==> src/rtl/core/i2cseq_pkg.sv <==
`default_nettype none

package i2cseq_pkg;

    localparam int BUF_DEPTH_DEF = 16;
    localparam int MAX_FETCH     = 16;

    localparam int OP_W          = 3;
    localparam int IN_TDATA_W    = 40;
    localparam int OUT_TDATA_W   = 32;

    localparam logic [OP_W-1:0] OP_START_READ  = 3'd0;
    localparam logic [OP_W-1:0] OP_START_WRITE = 3'd1;
    localparam logic [OP_W-1:0] OP_LOAD        = 3'd2;
    localparam logic [OP_W-1:0] OP_EVENT       = 3'd3;
    localparam logic [OP_W-1:0] OP_FETCH       = 3'd4;

    localparam logic [4:0] CMD_START = 5'h01;
    localparam logic [4:0] CMD_STOP  = 5'h02;
    localparam logic [4:0] CMD_READ  = 5'h04;
    localparam logic [4:0] CMD_WRITE = 5'h08;
    localparam logic [4:0] CMD_NACK  = 5'h10;

    typedef enum logic [2:0] {
        PH_IDLE,
        PH_CTRL,
        PH_DATA,
        PH_LAST,
        PH_READY
    } t_phase;

    typedef enum logic [1:0] {
        ST_WAIT_IN,
        ST_EXEC,
        ST_OUT,
        ST_FETCH_RD
    } t_state;

    typedef struct packed {
        logic accept;
        logic exec;
        logic fetch_load;
        logic fetch_addr;
    } t_ctl_cmd;

    typedef struct packed {
        logic more;
    } t_dp_status;

    typedef struct packed {
        logic       busy;
        logic       last;
        logic       fv;
        logic [7:0] fb;
        logic       done;
        logic       err;
        logic [7:0] cb;
        logic [4:0] cc;
        logic       cv;
        logic       acc;
    } t_result;

endpackage

`default_nettype wire

==> src/rtl/core/i2cseq_ram.sv <==
`default_nettype none

module i2cseq_ram #(
    parameter int WIDTH = 8,
    parameter int DEPTH = 16
) (
    input  wire logic                                  i_clk,
    input  wire logic                                  i_we,
    input  wire logic [((DEPTH > 1) ? $clog2(DEPTH) : 1)-1:0] i_waddr,
    input  wire logic [WIDTH-1:0]                      i_wdata,
    input  wire logic [((DEPTH > 1) ? $clog2(DEPTH) : 1)-1:0] i_raddr,
    output logic      [WIDTH-1:0]                      o_rdata
);

    logic [WIDTH-1:0] r_mem [DEPTH];

    always_ff @(posedge i_clk) begin
        if (i_we) begin
            r_mem[i_waddr] <= i_wdata;
        end
        o_rdata <= r_mem[i_raddr];
    end

endmodule

`default_nettype wire

==> src/rtl/core/i2cseq_ctrl.sv <==
`default_nettype none

module i2cseq_ctrl (
    input  wire logic                   i_clk,
    input  wire logic                   i_rst_n,
    input  wire logic                   i_in_valid,
    input  wire logic                   i_out_ready,
    input  wire i2cseq_pkg::t_dp_status i_status,
    output logic                        o_in_ready,
    output logic                        o_out_valid,
    output i2cseq_pkg::t_ctl_cmd        o_cmd
);

    i2cseq_pkg::t_state r_state;
    i2cseq_pkg::t_state n_state;

    always_ff @(posedge i_clk) begin
        if (!i_rst_n) begin
            r_state <= i2cseq_pkg::ST_WAIT_IN;
        end else begin
            r_state <= n_state;
        end
    end

    always_comb begin
        n_state = r_state;
        unique case (r_state)
            i2cseq_pkg::ST_WAIT_IN: begin
                if (i_in_valid) n_state = i2cseq_pkg::ST_EXEC;
            end
            i2cseq_pkg::ST_EXEC: begin
                n_state = i2cseq_pkg::ST_OUT;
            end
            i2cseq_pkg::ST_OUT: begin
                if (i_out_ready) begin
                    n_state = i_status.more ? i2cseq_pkg::ST_FETCH_RD
                                            : i2cseq_pkg::ST_WAIT_IN;
                end
            end
            i2cseq_pkg::ST_FETCH_RD: begin
                n_state = i2cseq_pkg::ST_OUT;
            end
            default: n_state = i2cseq_pkg::ST_WAIT_IN;
        endcase
    end

    always_comb begin
        o_in_ready  = (r_state == i2cseq_pkg::ST_WAIT_IN);
        o_out_valid = (r_state == i2cseq_pkg::ST_OUT);
        o_cmd.accept     = (r_state == i2cseq_pkg::ST_WAIT_IN) && i_in_valid;
        o_cmd.exec       = (r_state == i2cseq_pkg::ST_EXEC);
        o_cmd.fetch_load = (r_state == i2cseq_pkg::ST_FETCH_RD);
        o_cmd.fetch_addr = (r_state == i2cseq_pkg::ST_OUT);
    end

endmodule

`default_nettype wire

==> src/rtl/core/i2cseq_dp.sv <==
`default_nettype none

module i2cseq_dp #(
    parameter int BUF_DEPTH = i2cseq_pkg::BUF_DEPTH_DEF
) (
    input  wire logic                                 i_clk,
    input  wire logic                                 i_rst_n,
    input  wire i2cseq_pkg::t_ctl_cmd                 i_cmd,
    input  wire logic [i2cseq_pkg::IN_TDATA_W-1:0]    i_tdata,
    input  wire logic [i2cseq_pkg::OP_W-1:0]          i_op,
    output i2cseq_pkg::t_dp_status                    o_status,
    output i2cseq_pkg::t_result                       o_result
);

    localparam int AW = (BUF_DEPTH > 1) ? $clog2(BUF_DEPTH) : 1;
    localparam int PW = $clog2(BUF_DEPTH + 1);

    // latched input beat
    logic [i2cseq_pkg::OP_W-1:0] r_op;
    logic [6:0]                  r_addr;
    logic [4:0]                  r_len;
    logic [3:0]                  r_idx;
    logic [7:0]                  r_wbyte;
    logic                        r_nack;
    logic                        r_arb;
    logic                        r_tip;
    logic [7:0]                  r_rx;

    i2cseq_pkg::t_phase r_phase, n_phase;
    logic               r_reading, n_reading;
    logic [4:0]         r_rem, n_rem;
    logic [PW-1:0]      r_ptr, n_ptr;
    logic [PW-1:0]      r_fcnt, n_fcnt;
    logic [PW-1:0]      r_fidx, n_fidx;
    i2cseq_pkg::t_result r_res, n_res;

    logic          ram_we;
    logic [AW-1:0] ram_waddr;
    logic [7:0]    ram_wdata;
    logic [AW-1:0] ram_raddr;
    logic [7:0]    ram_rdata;

    i2cseq_ram #(
        .WIDTH (8),
        .DEPTH (BUF_DEPTH)
    ) u_buf (
        .i_clk   (i_clk),
        .i_we    (ram_we),
        .i_waddr (ram_waddr),
        .i_wdata (ram_wdata),
        .i_raddr (ram_raddr),
        .o_rdata (ram_rdata)
    );

    always_comb begin
        if (i_cmd.fetch_addr) begin
            ram_raddr = AW'(r_fidx);
        end else if (i_op == i2cseq_pkg::OP_FETCH) begin
            ram_raddr = '0;
        end else begin
            ram_raddr = AW'(r_ptr);
        end
    end

    always_ff @(posedge i_clk) begin
        if (i_cmd.accept) begin
            r_op    <= i_op;
            r_addr  <= i_tdata[6:0];
            r_len   <= i_tdata[11:7];
            r_idx   <= i_tdata[15:12];
            r_wbyte <= i_tdata[23:16];
            r_nack  <= i_tdata[24];
            r_arb   <= i_tdata[25];
            r_tip   <= i_tdata[26];
            r_rx    <= i_tdata[34:27];
        end
        if (i_cmd.exec || i_cmd.fetch_load) begin
            r_res <= n_res;
        end
    end

    always_ff @(posedge i_clk) begin
        if (!i_rst_n) begin
            r_phase   <= i2cseq_pkg::PH_IDLE;
            r_reading <= 1'b0;
            r_rem     <= '0;
            r_ptr     <= '0;
            r_fcnt    <= '0;
            r_fidx    <= '0;
        end else begin
            r_phase   <= n_phase;
            r_reading <= n_reading;
            r_rem     <= n_rem;
            r_ptr     <= n_ptr;
            r_fcnt    <= n_fcnt;
            r_fidx    <= n_fidx;
        end
    end

    always_comb begin
        logic          rd;
        logic          ptr_ok;
        logic          fin;
        logic [4:0]    rem_dec;
        logic [PW-1:0] cnt;

        n_phase   = r_phase;
        n_reading = r_reading;
        n_rem     = r_rem;
        n_ptr     = r_ptr;
        n_fcnt    = r_fcnt;
        n_fidx    = r_fidx;
        n_res     = '0;
        ram_we    = 1'b0;
        ram_waddr = AW'(r_ptr);
        ram_wdata = r_rx;

        rd      = (r_op == i2cseq_pkg::OP_START_READ);
        ptr_ok  = int'(r_ptr) < BUF_DEPTH;
        fin     = (r_rem <= 5'd1);
        rem_dec = (r_rem != 5'd0) ? (r_rem - 5'd1) : r_rem;
        cnt     = (int'(r_ptr) > i2cseq_pkg::MAX_FETCH) ? PW'(i2cseq_pkg::MAX_FETCH) : r_ptr;

        if (i_cmd.exec) begin
            n_fcnt     = '0;
            n_fidx     = PW'(1);
            n_res.last = 1'b1;
            unique case (r_op)
                i2cseq_pkg::OP_START_READ, i2cseq_pkg::OP_START_WRITE: begin
                    if (r_phase == i2cseq_pkg::PH_IDLE) begin
                        if (rd && r_len == 5'd0) begin
                            n_res.acc = 1'b1;
                        end else if (int'(r_len) <= BUF_DEPTH) begin
                            n_res.acc = 1'b1;
                            n_res.cv  = 1'b1;
                            n_reading = rd;
                            n_rem     = r_len;
                            n_ptr     = '0;
                            if (r_len == 5'd0) begin
                                // zero-length write: address only, then STOP
                                n_res.cc = i2cseq_pkg::CMD_WRITE | i2cseq_pkg::CMD_START
                                         | i2cseq_pkg::CMD_STOP;
                                n_res.cb = {r_addr, 1'b0};
                                n_phase  = i2cseq_pkg::PH_LAST;
                            end else begin
                                n_res.cc = i2cseq_pkg::CMD_WRITE | i2cseq_pkg::CMD_START;
                                n_res.cb = {r_addr, rd};
                                n_phase  = i2cseq_pkg::PH_CTRL;
                            end
                        end
                    end
                end
                i2cseq_pkg::OP_LOAD: begin
                    if (r_phase == i2cseq_pkg::PH_IDLE && int'(r_idx) < BUF_DEPTH) begin
                        ram_we    = 1'b1;
                        ram_waddr = AW'(r_idx);
                        ram_wdata = r_wbyte;
                        n_res.acc = 1'b1;
                    end
                end
                i2cseq_pkg::OP_EVENT: begin
                    if ((r_nack && !r_reading) || r_arb) begin
                        n_phase   = i2cseq_pkg::PH_IDLE;
                        n_res.cv  = 1'b1;
                        n_res.cc  = i2cseq_pkg::CMD_STOP;
                        n_res.err = 1'b1;
                    end else if (!r_tip) begin
                        unique case (r_phase)
                            i2cseq_pkg::PH_IDLE: begin
                                // spurious event
                                n_res.cv  = 1'b1;
                                n_res.cc  = i2cseq_pkg::CMD_STOP;
                                n_res.err = 1'b1;
                            end
                            i2cseq_pkg::PH_CTRL, i2cseq_pkg::PH_DATA: begin
                                n_res.cv = 1'b1;
                                if (r_reading) begin
                                    if (r_phase == i2cseq_pkg::PH_DATA && ptr_ok) begin
                                        ram_we = 1'b1;
                                        n_ptr  = r_ptr + PW'(1);
                                    end
                                    n_res.cc = fin ? (i2cseq_pkg::CMD_READ
                                                      | i2cseq_pkg::CMD_NACK
                                                      | i2cseq_pkg::CMD_STOP)
                                                   : i2cseq_pkg::CMD_READ;
                                end else begin
                                    if (ptr_ok) begin
                                        n_res.cb = ram_rdata;
                                        n_ptr    = r_ptr + PW'(1);
                                    end
                                    n_res.cc = fin ? (i2cseq_pkg::CMD_WRITE
                                                      | i2cseq_pkg::CMD_STOP)
                                                   : i2cseq_pkg::CMD_WRITE;
                                end
                                n_rem   = rem_dec;
                                n_phase = (rem_dec == 5'd0) ? i2cseq_pkg::PH_LAST
                                                            : i2cseq_pkg::PH_DATA;
                            end
                            i2cseq_pkg::PH_LAST: begin
                                if (r_reading) begin
                                    if (ptr_ok) begin
                                        ram_we = 1'b1;
                                        n_ptr  = r_ptr + PW'(1);
                                    end
                                    n_phase = i2cseq_pkg::PH_READY;
                                end else begin
                                    n_phase = i2cseq_pkg::PH_IDLE;
                                end
                                n_res.done = 1'b1;
                            end
                            default: ;
                        endcase
                    end
                end
                i2cseq_pkg::OP_FETCH: begin
                    if (r_phase == i2cseq_pkg::PH_READY) begin
                        n_phase   = i2cseq_pkg::PH_IDLE;
                        n_res.acc = 1'b1;
                        if (cnt != '0) begin
                            n_res.fb   = ram_rdata;
                            n_res.fv   = 1'b1;
                            n_res.last = (cnt == PW'(1));
                            n_fcnt     = cnt;
                        end
                    end
                end
                default: ;
            endcase
            n_res.busy = (n_phase != i2cseq_pkg::PH_IDLE);
        end else if (i_cmd.fetch_load) begin
            n_res.acc  = 1'b1;
            n_res.fv   = 1'b1;
            n_res.fb   = ram_rdata;
            n_res.last = ((r_fidx + PW'(1)) == r_fcnt);
            n_fidx     = r_fidx + PW'(1);
        end
    end

    assign o_status.more = (r_fidx < r_fcnt);
    assign o_result      = r_res;

endmodule

`default_nettype wire

==> src/rtl/core/i2c_async_transfer_sequencer.sv <==
// I2C transfer sequencer in front of a byte-level I2C engine.
// Input channel s_axis: one beat per operation. tuser carries the operation
// (start read, start write, load buffer byte, engine event, fetch); tdata
// carries address, length, buffer slot, write byte and the engine status.
// Output channel m_axis: one beat per operation, or one beat per read byte
// for a fetch with data; tlast marks the final beat of an operation.
// An accepted beat is executed in the EXEC state and its result is shown in
// the OUT state. The block holds one operation at a time: s_axis_tready is
// high only while no result is pending, so a new operation waits until the
// last result has left, including any output stall. Each further fetch beat
// passes through the FETCH_RD state for the registered byte buffer RAM read.
// When m_axis_tready is low the result beat is held stable and no input is
// taken. Reset (i_rst_n low, synchronous) returns the sequencer to idle with
// no output pending; the byte buffer contents are not cleared.
`default_nettype none

module i2c_async_transfer_sequencer #(
    parameter int BUF_DEPTH = i2cseq_pkg::BUF_DEPTH_DEF
) (
    input  wire logic                                 i_clk,
    input  wire logic                                 i_rst_n,
    input  wire logic                                 s_axis_tvalid,
    output logic                                      s_axis_tready,
    // [6:0] target_address, [11:7] length, [15:12] buffer_index,
    // [23:16] write_byte, [24] ack_missing, [25] arbitration_lost,
    // [26] transfer_in_progress, [34:27] received_byte
    input  wire logic [i2cseq_pkg::IN_TDATA_W-1:0]    s_axis_tdata,
    // [2:0] operation
    input  wire logic [i2cseq_pkg::OP_W-1:0]          s_axis_tuser,
    output logic                                      m_axis_tvalid,
    input  wire logic                                 m_axis_tready,
    // [0] accepted, [1] command_valid, [6:2] command_code, [14:7] command_byte,
    // [15] error, [16] done_res, [24:17] fetched_byte, [25] busy_res
    output logic      [i2cseq_pkg::OUT_TDATA_W-1:0]   m_axis_tdata,
    // [0] fetched_valid
    output logic      [0:0]                           m_axis_tuser,
    output logic                                      m_axis_tlast
);

    i2cseq_pkg::t_ctl_cmd   cmd;
    i2cseq_pkg::t_dp_status status;
    i2cseq_pkg::t_result    res;

    i2cseq_ctrl u_ctrl (
        .i_clk       (i_clk),
        .i_rst_n     (i_rst_n),
        .i_in_valid  (s_axis_tvalid),
        .i_out_ready (m_axis_tready),
        .i_status    (status),
        .o_in_ready  (s_axis_tready),
        .o_out_valid (m_axis_tvalid),
        .o_cmd       (cmd)
    );

    i2cseq_dp #(
        .BUF_DEPTH (BUF_DEPTH)
    ) u_dp (
        .i_clk    (i_clk),
        .i_rst_n  (i_rst_n),
        .i_cmd    (cmd),
        .i_tdata  (s_axis_tdata),
        .i_op     (s_axis_tuser),
        .o_status (status),
        .o_result (res)
    );

    assign m_axis_tdata = {6'd0, res.busy, res.fb, res.done, res.err,
                           res.cb, res.cc, res.cv, res.acc};
    assign m_axis_tuser = res.fv;
    assign m_axis_tlast = res.last;

endmodule

`default_nettype wire
==> config.mk <==
export PLATFORM = sky130hd
export DESIGN_NAME = i2c_async_transfer_sequencer
export DESIGN_NICKNAME = d
export VERILOG_FILES = /design/src/rtl/core/i2cseq_pkg.sv /design/src/rtl/core/i2cseq_ram.sv /design/src/rtl/core/i2cseq_ctrl.sv /design/src/rtl/core/i2cseq_dp.sv /design/src/rtl/core/i2c_async_transfer_sequencer.sv
export SDC_FILE = /design/constraint.sdc
export NUM_CORES = 1
export LEC_CHECK = 0
export BUFFER_PORTS_ARGS = -buffer_cell sky130_fd_sc_hd__buf_2
export CAP_MARGIN = 20
export CORE_AREA = 4 4 137 139
export DETAILED_ROUTE_END_ITERATION = 16
export DIE_AREA = 0 0 141 143
export PLACE_DENSITY = 0.84
export SLEW_MARGIN = 20
export SYNTH_ARGS = -nofsm -noshare
export SYNTH_HDL_FRONTEND = slang
export SYNTH_SLANG_ARGS = --single-unit
==> constraint.sdc <==
create_clock -name i_clk -period 3.3 [get_ports i_clk]
set_input_delay 0.165 -clock i_clk [delete_from_list [all_inputs] [get_ports i_clk]]
set_output_delay 0.165 -clock i_clk [all_outputs]
set_load 0.01 [all_outputs]
==> flow_metrics.py <==
metrics = {
    "placed_design": {
        "dpl.cell_count": 1073,
        "gp_congestion": 0.979,
        "postPlaceCellArea_um2": 10900,
        "dp_hpwl_um": 15300,
        "io_buffers": 71,
        "place_ws_ps": 300,
    },
    "die": {
        "core_um2": 17700,
        "io_pins": 83,
        "die_area_um2": 20200,
        "dieWidth_um": 141,
        "rows": 49,
        "die_y_um": 143,
        "initial_utilization_pct": 58.4,
    },
    "global_routing": {
        "grt_use_met2_pct": 38.7,
        "grt_max_degree": 40,
        "use_met1_pct": 30.6,
        "antenna_found_initial": 0,
        "grt-ovfl-total": 0,
        "use_met3_pct": 3.99,
        "grt_busiest_layer": "met2",
        "track_usage_pct": 23.2,
        "grt_pass1_vias": 6905,
        "grt_first_pass_wirelength_um": 36800,
    },
    "critical_path": {
        "critPathMaxFanout": 8,
        "arrival_ps": 3220,
        "cpMaxStageDelayCell": "nor2_1",
        "cp-start-kind": "flop",
        "cp_data_required_time_ps": 3420,
        "path_class": "flop to flop",
        "critPathCaptureType": "flop",
        "max_stage_delay_ps": 650,
        "path_cells": "or2_4 > or4_1 > o31ai_2 > o211ai_1 > nor2_1",
    },
    "worst_hold_path": {
        "hp-class": "primary input to flop",
    },
    "timing": {
        "relSlewSlack_pct": 34.2,
        "fin_skew_ps": 31.2,
        "tns_ps": 0,
        "fin_crit_sh_pct": 93.7,
        "worst_pin_slew_ps": 973,
        "setup_violations": 0,
        "worst_slack_ps": 207,
        "slew_viol_final": 0,
        "period_needed_ps": 3090,
        "rsz0062_at_grt": "false",
        "hold_viol_final": 0,
        "hold_slack_ps": 357,
        "fmax_ghz": 0.323,
    },
    "yosys": {
        "synth_edf_count": 194,
        "synth_cell_types": 77,
        "yosysSeqAreaShare_pct": 63.1,
        "ys_warn_count": 0,
        "syn_area_per_cell_um2": 12.9,
        "syn_inst": 798,
        "ys.flop_type": "edfxtp_1",
        "ys_seq_elements": 228,
        "ys_top_cells_by_count": "194 x edfxtp_1, 61 x nand2_1, 55 x nor2_1",
        "syn_area_um2": 10300,
        "synth_top_cell_by_area": "edfxtp_1",
        "synth.area.top_cells": "edfxtp_1 56%, dfxtp_1 6.6%, mux2i_1 2.6%",
        "async_flop_share_pct": 0,
        "yosysMostFrequentCell": "edfxtp_1",
        "synth_top_area_share_pct": 56.5,
    },
    "layout": {
        "finalInstanceArea_um2": 12100,
        "fin_nets": 968,
        "area_delta_synth_final_pct": 16.9,
        "layout.cells.non_filler": 1154,
        "multi_input_area_um2": 3460,
        "seqCellArea_um2": 6510,
        "drive_gt1_share_pct": 18.2,
        "fillers": 1239,
        "n_antenna_cell": 0,
    },
    "clocking": {
        "clk_latency_ps": 520,
        "clockRootBuffer": "clkbuf_16",
        "clock_path_buffers": 3,
        "clock-sinks": 228,
        "cts.clk_slew.worst_paths_ps": 70,
        "htreeDepth": 1,
        "cts_made_buffers": 23,
        "cts_tree": "done",
    },
    "drt": {
        "wirelength_um": 23500,
        "ant_nets": 0,
        "drc_errors": 0,
        "first_iter_violations": 836,
        "via_per_inst": 6.25,
        "routedWlPerCell_um": 20.4,
        "dr.pass1.iters": 6,
        "vias": 7212,
    },
    "power": {
        "p_leak_uw": 0.00396,
        "ir_drop_v": 0.000367,
        "powerDensity_nw_per_um2": 513,
    },
    "flow_run": {
        "cap_viol_max_count": 0,
    },
    "status": {
        "status": "finished clean",
    },
}
[state kept, by name, indices dropped and copies added (netlist names)]
| signal | cells |
|---|---|
| u_dp.r_phase | 3 |
| u_dp.r_ptr | 5 |
| u_dp.r_arb | 1 |
| u_ctrl.r_state | 2 |
| u_dp.r_rem | 5 |
| u_dp.r_tip | 1 |
| u_dp.u_buf.r_mem | 128 |
| u_dp.r_reading | 1 |
| u_dp.r_len | 5 |
| u_dp.o_result | 28 |
| u_dp.r_rx | 8 |
| u_dp.r_op | 3 |
| u_dp.u_buf.o_rdata | 8 |
| u_dp.r_fidx | 5 |
| u_dp.r_nack | 1 |
| u_dp.r_idx | 4 |
| u_dp.r_fcnt | 5 |
| u_dp.r_addr | 7 |
| u_dp.r_wbyte | 8 |
[timing repair]
item / CTS / global route
hold buffers: 40 / 0
gates resized for setup: 0 / 0
hold endpoints to repair: 43 / 0
setup buffers: 0 / 0
[placed cells by master, fill, tap and decap left out, types with 7 or more instances in the layout]
| cell | count |
|---|---|
| inv_1 | 20 |
| nor3_1 | 14 |
| dlygate4sd3_1 | 40 |
| a31oi_1 | 7 |
| ha_1 | 12 |
| o21ai_0 | 12 |
| nor2_1 | 55 |
| buf_2 | 71 |
| edfxtp_1 | 194 |
| and2_1 | 10 |
| clkinv_1 | 7 |
| nor2b_1 | 7 |
| mux2_2 | 15 |
| a21oi_1 | 24 |
| mux2_1 | 10 |
| o22a_1 | 8 |
| a22oi_1 | 10 |
| a211oi_1 | 8 |
| dfxtp_1 | 33 |
| a311oi_1 | 24 |
| nand4_1 | 28 |
| buf_4 | 30 |
| clkbuf_16 | 23 |
| o2111ai_1 | 8 |
| nand2_1 | 61 |
| o311ai_0 | 24 |
| nand3_1 | 16 |
| mux2i_1 | 27 |
[metrics by stage]
stage / util [%] / total power (uW)
after detailed placement: 61.8 / 3660
after floorplan: - / 3530
after global placement: 61.8 / 3650
final: 68.3 / 6180
after global routing: 68.3 / 6390
after CTS: 68.3 / 6210
[kinds of logic after synthesis]
logic type      Yosys count  synth area share, %
simple gates            235                 11.6
flops                   228                 63.1
compound gates          180                 14.0
buf+inv                  81                 3.71
mux                      52                 5.35
fa+ha+maj                12                 1.46
xor+xnor                  9                0.765
other cells               1               0.0364
[final cells by class]
type / instances / share of cell area, %
well taps: 229 / 2.38
flip-flops and latches: 228 / 54.0
clock buffers: 25 / 4.84
inverters: 21 / 0.654
multi-input cells: 494 / 28.7
repair buffers: 141 / 8.14
clock inverters: 16 / 1.28
[routing by layer]
metal | routed length, um | share of wire (%)
met1 | 9270 | 39
met2 | 11400 | 48
met3 | 2040 | 8.7
met4 | 810 | 3.4
met5 | 0 | 0
[worst max-delay path: cells and delay by family, from the launching register on]
family,cells,cell delay (ps)
AO/OA/AOI/OAI,2,760
flip-flops,1,410
AND/OR/NAND/NOR,3,1530
[power breakdown]
part	internal, uW	switching (uW)
Combinational	146	255
Clock	1510	1030
Sequential	3210	34.8
[worst paths after layout]
path / slack [ps] / endpoint / cells past startpoint / start
max: 210 / u_dp.u_buf.r_mem[1][1]$_DFFE_PP_ / 5 / u_dp.r_tip$_DFFE_PP_
min: 360 / u_dp.r_len[4]$_DFFE_PP_ / 2 / s_axis_tdata[11]
max reg2reg: 210 / u_dp.u_buf.r_mem[1][1]$_DFFE_PP_ / 5 / u_dp.r_tip$_DFFE_PP_
min reg2reg: 470 / u_dp.r_fcnt[2]$_SDFFE_PN0P_ / 2 / u_dp.r_fcnt[2]$_SDFFE_PN0P_
No activity file was read; power rests on OpenSTA's default activity.
